==> src/rtl/iatr_pkg.sv <==
package iatr_pkg;

    localparam logic [1:0] OP_READ  = 2'd0;
    localparam logic [1:0] OP_WRITE = 2'd1;
    localparam logic [1:0] OP_TICK  = 2'd2;

    localparam logic [3:0] ADDR_PORT_A  = 4'd0;
    localparam logic [3:0] ADDR_PORT_B  = 4'd1;
    localparam logic [3:0] ADDR_DIR_A   = 4'd2;
    localparam logic [3:0] ADDR_DIR_B   = 4'd3;
    localparam logic [3:0] ADDR_TA_LO   = 4'd4;
    localparam logic [3:0] ADDR_TA_HI   = 4'd5;
    localparam logic [3:0] ADDR_TB_LO   = 4'd6;
    localparam logic [3:0] ADDR_TB_HI   = 4'd7;
    localparam logic [3:0] ADDR_CLK_0   = 4'd8;
    localparam logic [3:0] ADDR_CLK_1   = 4'd9;
    localparam logic [3:0] ADDR_CLK_2   = 4'd10;
    localparam logic [3:0] ADDR_CLK_3   = 4'd11;
    localparam logic [3:0] ADDR_SERIAL  = 4'd12;
    localparam logic [3:0] ADDR_ICR     = 4'd13;
    localparam logic [3:0] ADDR_CTRL_A  = 4'd14;
    localparam logic [3:0] ADDR_CTRL_B  = 4'd15;

    localparam int CTL_START_BIT   = 0;
    localparam int CTL_ONESHOT_BIT = 3;
    localparam int CTL_LOAD_BIT    = 4;
    localparam int ICR_SET_BIT     = 7;

    typedef struct packed {
        logic [1:0] operation;
        logic [3:0] address;
        logic [7:0] write_data;
        logic [7:0] tick_count;
    } t_in_item;

    typedef struct packed {
        logic [7:0] read_data;
        logic       irq_request;
    } t_out_item;

    typedef struct packed {
        logic       tick;
        logic       wr_lo;
        logic       wr_hi;
        logic       wr_ctl;
        logic [7:0] data;
        logic [7:0] ticks;
    } t_tmr_ctl;

    typedef struct packed {
        logic [15:0] counter;
        logic [7:0]  control;
        logic        irq;
    } t_tmr_sts;

endpackage

==> src/rtl/iatr_timer.sv <==
module iatr_timer (
    input  logic               i_clk,
    input  logic               i_rst_n,
    input  iatr_pkg::t_tmr_ctl i_ctl,
    input  logic               i_irq_en,
    output iatr_pkg::t_tmr_sts o_sts
);

    logic [15:0] r_latch;
    logic [15:0] r_counter;
    logic [7:0]  r_control;
    logic [15:0] n_latch;
    logic [15:0] n_counter;
    logic [7:0]  n_control;
    logic        underflow;
    logic        running;

    assign running   = r_control[iatr_pkg::CTL_START_BIT];
    assign underflow = i_ctl.tick && running && (r_counter <= {8'd0, i_ctl.ticks});

    always_comb begin
        n_latch   = r_latch;
        n_counter = r_counter;
        n_control = r_control;
        if (i_ctl.wr_lo) begin
            n_latch = {r_latch[15:8], i_ctl.data};
        end
        if (i_ctl.wr_hi) begin
            n_latch = {i_ctl.data, r_latch[7:0]};
        end
        if (i_ctl.wr_ctl) begin
            n_control = i_ctl.data;
            if (i_ctl.data[iatr_pkg::CTL_LOAD_BIT]) begin
                n_counter = r_latch;
            end
        end
        if (i_ctl.tick && running) begin
            if (underflow) begin
                if (!r_control[iatr_pkg::CTL_ONESHOT_BIT]) begin
                    n_counter = r_latch;
                end else begin
                    n_counter = 16'd0;
                    n_control[iatr_pkg::CTL_START_BIT] = 1'b0;
                end
            end else begin
                n_counter = r_counter - {8'd0, i_ctl.ticks};
            end
        end
    end

    always_ff @(posedge i_clk) begin
        if (!i_rst_n) begin
            r_latch   <= 16'd0;
            r_counter <= 16'd0;
            r_control <= 8'd0;
        end else begin
            r_latch   <= n_latch;
            r_counter <= n_counter;
            r_control <= n_control;
        end
    end

    assign o_sts.counter = r_counter;
    assign o_sts.control = r_control;
    assign o_sts.irq     = underflow && i_irq_en;

endmodule

==> src/rtl/interface_adapter_timer_regs_unit.sv <==
// Register file and two 16-bit interval timers of an interface adapter. Each input
// transfer is a bus read, a bus write or a batch of elapsed ticks, and each one
// yields exactly one output transfer carrying the read byte and the interrupt
// request. The block takes one transfer per cycle while its output is not stalled; a
// result is computed from the input register through the single stage of register
// and subtractor logic between that register and the result register.
// While a result waits under stall, the input register holds, so the block keeps at
// most two transfers and then stalls its input.
module interface_adapter_timer_regs_unit (
    input  logic                i_clk,
    input  logic                i_rst_n,
    input  logic                i_in_valid,
    output logic                o_in_stall,
    input  iatr_pkg::t_in_item  i_in_item,
    output logic                o_out_valid,
    input  logic                i_out_stall,
    output iatr_pkg::t_out_item o_out_item
);

    logic                r_in_valid;
    iatr_pkg::t_in_item  r_in_item;
    logic                r_out_valid;
    iatr_pkg::t_out_item r_out_item;

    logic [7:0] r_port_a;
    logic [7:0] r_port_b;
    logic [7:0] r_dir_a;
    logic [7:0] r_dir_b;
    logic [7:0] r_clock_bytes [4];
    logic [7:0] r_serial;
    logic [7:0] r_irq_mask;
    logic [7:0] r_irq_flags;

    logic [7:0] n_port_a;
    logic [7:0] n_port_b;
    logic [7:0] n_irq_mask;
    logic [7:0] n_irq_flags;

    logic                advance;
    logic                work;
    logic                is_rd;
    logic                is_wr;
    logic                is_tick;
    logic [7:0]          rd_data;
    iatr_pkg::t_tmr_ctl  ctl_a;
    iatr_pkg::t_tmr_ctl  ctl_b;
    iatr_pkg::t_tmr_sts  sts_a;
    iatr_pkg::t_tmr_sts  sts_b;

    assign advance    = !r_out_valid || !i_out_stall;
    assign o_in_stall = r_in_valid && !advance;
    assign work       = r_in_valid && advance;
    assign is_rd      = work && (r_in_item.operation == iatr_pkg::OP_READ);
    assign is_wr      = work && (r_in_item.operation == iatr_pkg::OP_WRITE);
    assign is_tick    = work && (r_in_item.operation == iatr_pkg::OP_TICK);

    always_comb begin
        ctl_a.tick   = is_tick;
        ctl_a.wr_lo  = is_wr && (r_in_item.address == iatr_pkg::ADDR_TA_LO);
        ctl_a.wr_hi  = is_wr && (r_in_item.address == iatr_pkg::ADDR_TA_HI);
        ctl_a.wr_ctl = is_wr && (r_in_item.address == iatr_pkg::ADDR_CTRL_A);
        ctl_a.data   = r_in_item.write_data;
        ctl_a.ticks  = r_in_item.tick_count;
        ctl_b.tick   = is_tick;
        ctl_b.wr_lo  = is_wr && (r_in_item.address == iatr_pkg::ADDR_TB_LO);
        ctl_b.wr_hi  = is_wr && (r_in_item.address == iatr_pkg::ADDR_TB_HI);
        ctl_b.wr_ctl = is_wr && (r_in_item.address == iatr_pkg::ADDR_CTRL_B);
        ctl_b.data   = r_in_item.write_data;
        ctl_b.ticks  = r_in_item.tick_count;
    end

    iatr_timer u_timer_a (
        .i_clk    (i_clk),
        .i_rst_n  (i_rst_n),
        .i_ctl    (ctl_a),
        .i_irq_en (r_irq_mask[0]),
        .o_sts    (sts_a)
    );

    iatr_timer u_timer_b (
        .i_clk    (i_clk),
        .i_rst_n  (i_rst_n),
        .i_ctl    (ctl_b),
        .i_irq_en (r_irq_mask[1]),
        .o_sts    (sts_b)
    );

    always_comb begin
        case (r_in_item.address)
            iatr_pkg::ADDR_PORT_A: rd_data = r_port_a;
            iatr_pkg::ADDR_PORT_B: rd_data = r_port_b;
            iatr_pkg::ADDR_DIR_A:  rd_data = r_dir_a;
            iatr_pkg::ADDR_DIR_B:  rd_data = r_dir_b;
            iatr_pkg::ADDR_TA_LO:  rd_data = sts_a.counter[7:0];
            iatr_pkg::ADDR_TA_HI:  rd_data = sts_a.counter[15:8];
            iatr_pkg::ADDR_TB_LO:  rd_data = sts_b.counter[7:0];
            iatr_pkg::ADDR_TB_HI:  rd_data = sts_b.counter[15:8];
            iatr_pkg::ADDR_CLK_0:  rd_data = r_clock_bytes[0];
            iatr_pkg::ADDR_CLK_1:  rd_data = r_clock_bytes[1];
            iatr_pkg::ADDR_CLK_2:  rd_data = r_clock_bytes[2];
            iatr_pkg::ADDR_CLK_3:  rd_data = r_clock_bytes[3];
            iatr_pkg::ADDR_SERIAL: rd_data = r_serial;
            iatr_pkg::ADDR_ICR:    rd_data = r_irq_flags;
            iatr_pkg::ADDR_CTRL_A: rd_data = sts_a.control;
            default:               rd_data = sts_b.control;
        endcase
    end

    always_comb begin
        n_port_a    = r_port_a;
        n_port_b    = r_port_b;
        n_irq_mask  = r_irq_mask;
        n_irq_flags = r_irq_flags;
        if (is_wr) begin
            case (r_in_item.address)
                iatr_pkg::ADDR_PORT_A: n_port_a = r_in_item.write_data;
                iatr_pkg::ADDR_PORT_B: n_port_b = r_in_item.write_data;
                iatr_pkg::ADDR_DIR_A:  n_port_a = r_port_a | ~r_in_item.write_data;
                iatr_pkg::ADDR_DIR_B:  n_port_b = ~r_in_item.write_data;
                iatr_pkg::ADDR_ICR: begin
                    if (r_in_item.write_data[iatr_pkg::ICR_SET_BIT]) begin
                        n_irq_mask = r_irq_mask | {1'b0, r_in_item.write_data[6:0]};
                    end else begin
                        n_irq_mask = r_irq_mask & ~{1'b0, r_in_item.write_data[6:0]};
                    end
                end
                default: ;
            endcase
        end
        if (is_rd && (r_in_item.address == iatr_pkg::ADDR_ICR)) begin
            n_irq_flags = 8'd0;
        end
        if (sts_a.irq) begin
            n_irq_flags[iatr_pkg::ICR_SET_BIT] = 1'b1;
            n_irq_flags[0] = 1'b1;
        end
        if (sts_b.irq) begin
            n_irq_flags[iatr_pkg::ICR_SET_BIT] = 1'b1;
            n_irq_flags[1] = 1'b1;
        end
    end

    always_ff @(posedge i_clk) begin
        if (!i_rst_n) begin
            r_port_a         <= 8'd0;
            r_port_b         <= 8'd0;
            r_dir_a          <= 8'd0;
            r_dir_b          <= 8'd0;
            r_clock_bytes[0] <= 8'd0;
            r_clock_bytes[1] <= 8'd0;
            r_clock_bytes[2] <= 8'd0;
            r_clock_bytes[3] <= 8'd0;
            r_serial         <= 8'd0;
            r_irq_mask       <= 8'd0;
            r_irq_flags      <= 8'd0;
        end else begin
            r_port_a    <= n_port_a;
            r_port_b    <= n_port_b;
            r_irq_mask  <= n_irq_mask;
            r_irq_flags <= n_irq_flags;
            if (is_wr) begin
                case (r_in_item.address)
                    iatr_pkg::ADDR_DIR_A:  r_dir_a <= r_in_item.write_data;
                    iatr_pkg::ADDR_DIR_B:  r_dir_b <= r_in_item.write_data;
                    iatr_pkg::ADDR_CLK_0:  r_clock_bytes[0] <= r_in_item.write_data;
                    iatr_pkg::ADDR_CLK_1:  r_clock_bytes[1] <= r_in_item.write_data;
                    iatr_pkg::ADDR_CLK_2:  r_clock_bytes[2] <= r_in_item.write_data;
                    iatr_pkg::ADDR_CLK_3:  r_clock_bytes[3] <= r_in_item.write_data;
                    iatr_pkg::ADDR_SERIAL: r_serial <= r_in_item.write_data;
                    default: ;
                endcase
            end
        end
    end

    always_ff @(posedge i_clk) begin
        if (!i_rst_n) begin
            r_in_valid  <= 1'b0;
            r_out_valid <= 1'b0;
        end else begin
            if (!o_in_stall) begin
                r_in_valid <= i_in_valid;
            end
            if (advance) begin
                r_out_valid <= r_in_valid;
            end
        end
    end

    always_ff @(posedge i_clk) begin
        if (!o_in_stall && i_in_valid) begin
            r_in_item <= i_in_item;
        end
        if (work) begin
            r_out_item.read_data   <= is_rd ? rd_data : 8'd0;
            r_out_item.irq_request <= sts_a.irq || sts_b.irq;
        end
    end

    assign o_out_valid = r_out_valid;
    assign o_out_item  = r_out_item;

endmodule
==> config.mk <==
export PLATFORM = sky130hd
export DESIGN_NAME = interface_adapter_timer_regs_unit
export DESIGN_NICKNAME = d
export VERILOG_FILES = /design/src/rtl/iatr_pkg.sv /design/src/rtl/iatr_timer.sv /design/src/rtl/interface_adapter_timer_regs_unit.sv
export SDC_FILE = /design/constraint.sdc
export NUM_CORES = 1
export LEC_CHECK = 0
export BUFFER_PORTS_ARGS = -buffer_cell sky130_fd_sc_hd__buf_4
export CORE_MARGIN = 4
export CORE_UTILIZATION = 55
export CTS_CLUSTER_DIAMETER = 150
export CTS_CLUSTER_SIZE = 24
export DETAILED_ROUTE_END_ITERATION = 12
export PLACE_DENSITY = 0.85
export SYNTH_ARGS = -nofsm -noshare
export SYNTH_HDL_FRONTEND = slang
export SYNTH_SLANG_ARGS = --single-unit
==> constraint.sdc <==
create_clock -name i_clk -period 2.25 [get_ports i_clk]
set_input_delay 0.225 -clock i_clk [delete_from_list [all_inputs] [get_ports i_clk]]
set_output_delay 0.225 -clock i_clk [all_outputs]
set_load 0.01 [all_outputs]
==> flow_summary.json <==
{
  "status": "finished with violations",
  "violations": "negative setup slack",
  "synth_async_sr_flop_share": 0,
  "crit_fanout": 7,
  "peakVddDrop_v": 0.000763,
  "synth.avg_cell_area_um2": 8.91,
  "core-area_mm2": 0.0167,
  "hold_path.class": "in -> reg",
  "drt_iter0_drc": 1531,
  "diodes": 0,
  "port-buffer-count": 36,
  "grt_start_max_net_pins": 52,
  "drive_gt1_frac": 0.256,
  "placed_area_mm2": 0.0107,
  "grt_pass1_wl_um": 48800,
  "cts_tree": "yes",
  "setup_ws_ps": -107,
  "place_hpwl_um": 21600,
  "start_util": 0.564,
  "finalClockSkew_ps": 8.87,
  "clock_sinks": 190,
  "crit_arrival_ps": 2680,
  "final.min_clock_period_ps": 2360,
  "synth_area_leaders": "dfxtp_1 (27%), edfxtp_1 (20%), a21oi_1 (6.3%)",
  "crit_type": "reg -> reg",
  "yosysTopAreaCellShare": 0.270,
  "firstDrtPassIters": 7,
  "power_density_mw_per_mm2": 616,
  "antenna_found_initial": 0,
  "via_count": 9481,
  "synthFlopType": "dfxtp_1",
  "yosys_warnings": 0,
  "dieHeight_um": 139,
  "ys_seq_area_frac": 0.471,
  "grt_pass1_vias": 9004,
  "drv_cap": 0,
  "required_ps": 2570,
  "fin_cells": 1438,
  "antenna_left": 0,
  "rsz0062_at_grt": "true",
  "clk_path_buf_depth": 2,
  "grt-ovfl-total": 0,
  "tns_ps": -1380,
  "place_congestion": 1.03,
  "reg2reg_depth": 10,
  "routedWlPerCell_um": 22.7,
  "dp.cells": 1369,
  "worstSkewPairLatency_ps": 440,
  "final_cell_area_mm2": 0.0120,
  "max_freq_mhz": 424,
  "syn_inst": 1057,
  "endpoint_kind": "flop",
  "relSlewSlack": 0.312,
  "post-route-period-util": 1.05,
  "cts_buffers": 17,
  "setup_viol": 25,
  "maxSlewViolCount": 0,
  "leakagePower_nw": 4.53,
  "dp_slack_ps": -133,
  "synth_cell_type_count": 73,
  "remaining_drc_errors": 0,
  "synth_seq_cells": 190,
  "root_buffer": "clkbuf_16",
  "syn2layout_area_growth_pct": 27.4,
  "synth_edf_count": 63,
  "yosysTopAreaCell": "dfxtp_1",
  "grt_use_total": 0.322,
  "cts.htree.levels": 4,
  "holdPathStages": 3,
  "synth.net_count": 1101,
  "dieArea_mm2": 0.0193,
  "syn_area_mm2": 0.00941,
  "viasPerCell": 6.59,
  "start_kind": "flop",
  "final_nets": 1249,
  "num_io_pins": 37,
  "clk_pin_slew_ps": 70,
  "wl_um": 32700,
  "hold_viol": 0,
  "die_w_um": 139,
  "worst_pin_slew_ps": 1030,
  "row_count": 47
}
## final timing paths
kind                                   from                endpoint  slack, ps
worst max-delay path               ctl_a[0]  u_timer_a.r_counter[2]       -110
worst min register to register  r_serial[6]             r_serial[6]        460
worst max register to register     ctl_a[0]  u_timer_a.r_counter[2]       -110
worst min-delay path             i_in_valid              r_in_valid         20
## routing by layer
metal	up-vias	share of wire	routed length [um]	GRT usage
met2	748	0.46	15000	0.505
met4	0	0.050	1640	0.143
li1	4170	-	-	-
met3	157	0.13	4260	0.0962
met5	-	0	0	0
met1	4406	0.36	11800	0.412
## cells in the final DEF, fill, tap and decap left out, types with 8 or more instances in the layout
cell type,Yosys,final
and3_1,8,8
and2_1,36,34
a211oi_1,10,10
nor2_1,70,67
dlygate4sd3_1,0,22
clkbuf_16,0,18
nand2_2,1,9
buf_4,1,170
a221oi_1,15,8
o21ai_1,4,10
nor3_1,19,15
o221a_2,9,9
nand2_1,115,106
o21ai_0,51,42
edfxtp_1,63,63
nor2b_1,14,12
xnor2_1,13,13
a31oi_1,12,12
inv_1,18,14
inv_2,2,8
mux2i_1,20,20
a22oi_1,20,17
ha_1,16,12
o22ai_1,13,12
buf_6,2,9
a21oi_1,119,109
nand3_1,87,87
dfxtp_1,127,125
a21oi_2,0,9
## through the flow
stage                     hold WS (ps)  total power, mW   util
after floorplan                    324             4.02      -
after global placement             403             4.30  0.642
after detailed placement           404             4.31  0.642
after CTS                         21.6             7.33  0.702
after global routing              8.88             7.55  0.718
final                             18.3             7.39  0.718
## flip-flops by register name, indices dropped and copies added, names as in the netlist, 9 cells and up, named ones only
| name | cells |
|---|---|
| ctl_a | 16 |
| o_out_item | 9 |
| r_clock_bytes | 32 |
| u_timer_a.r_counter | 16 |
| u_timer_a.r_latch | 16 |
| u_timer_b.r_counter | 16 |
| u_timer_b.r_latch | 16 |
## cell families after synthesis
kind of cell | after synthesis | synth area share
multiplexers | 24 | 0.0261
adder cells (fa/ha/maj) | 18 | 0.0255
AND/OR/NAND/NOR | 397 | 0.207
flip-flops | 190 | 0.471
buffers and inverters | 100 | 0.0423
XOR/XNOR | 20 | 0.0186
AO/OA/AOI/OAI | 308 | 0.210
## worst max-delay path, stage by stage (launching register included)
cell and delay, ps:
edfxtp_1 360, ha_2 190, inv_2 40, fa_2 330
a21o_1 210, o21ai_2 190, a21o_1 270, o21ai_2 100
buf_6 160, a222oi_1 310, nor2_1 80
## timing repair
action,CTS,global route
resized for setup,31,58
cloned,1,0
buffers inserted,5,9
hold endpoints to repair,22,0
endpoints found under the setup margin,34,50
hold buffers,22,0
pin swaps,17,43
## final cells by class
class | count | area [um2]
clock inverter | 11 | 114
clock buffer | 21 | 472
inverter | 21 | 78.8
multi-input combinational | 768 | 4900
fill | 1197 | 4710
tap | 220 | 275
timing repair buffer | 207 | 1720
sequential | 190 | 4440
## power breakdown
group / internal (mW) / switching (mW)
logic: 0.267 / 0.366
clock network: 1.73 / 1.34
registers: 3.60 / 0.0896
## synth_stat cells (all sizes together) (6+ instances only)
cell	n
o22ai	13
or3	6
o21a	6
nor3	22
nor2b	14
a21o	6
nand3	87
ha	16
nand2b	7
buf	10
a21oi	119
o21ai	56
nor2	71
clkbuf	69
a31oi	12
nor4	7
mux2i	20
xor2	7
xnor2	13
edfxtp	63
and2	36
o221a	9
dfxtp	127
a211oi	10
a222oi	6
and3	8
a22oi	20
nand2	116
a221oi	15
inv	20
(Power assumes the default switching activity.)
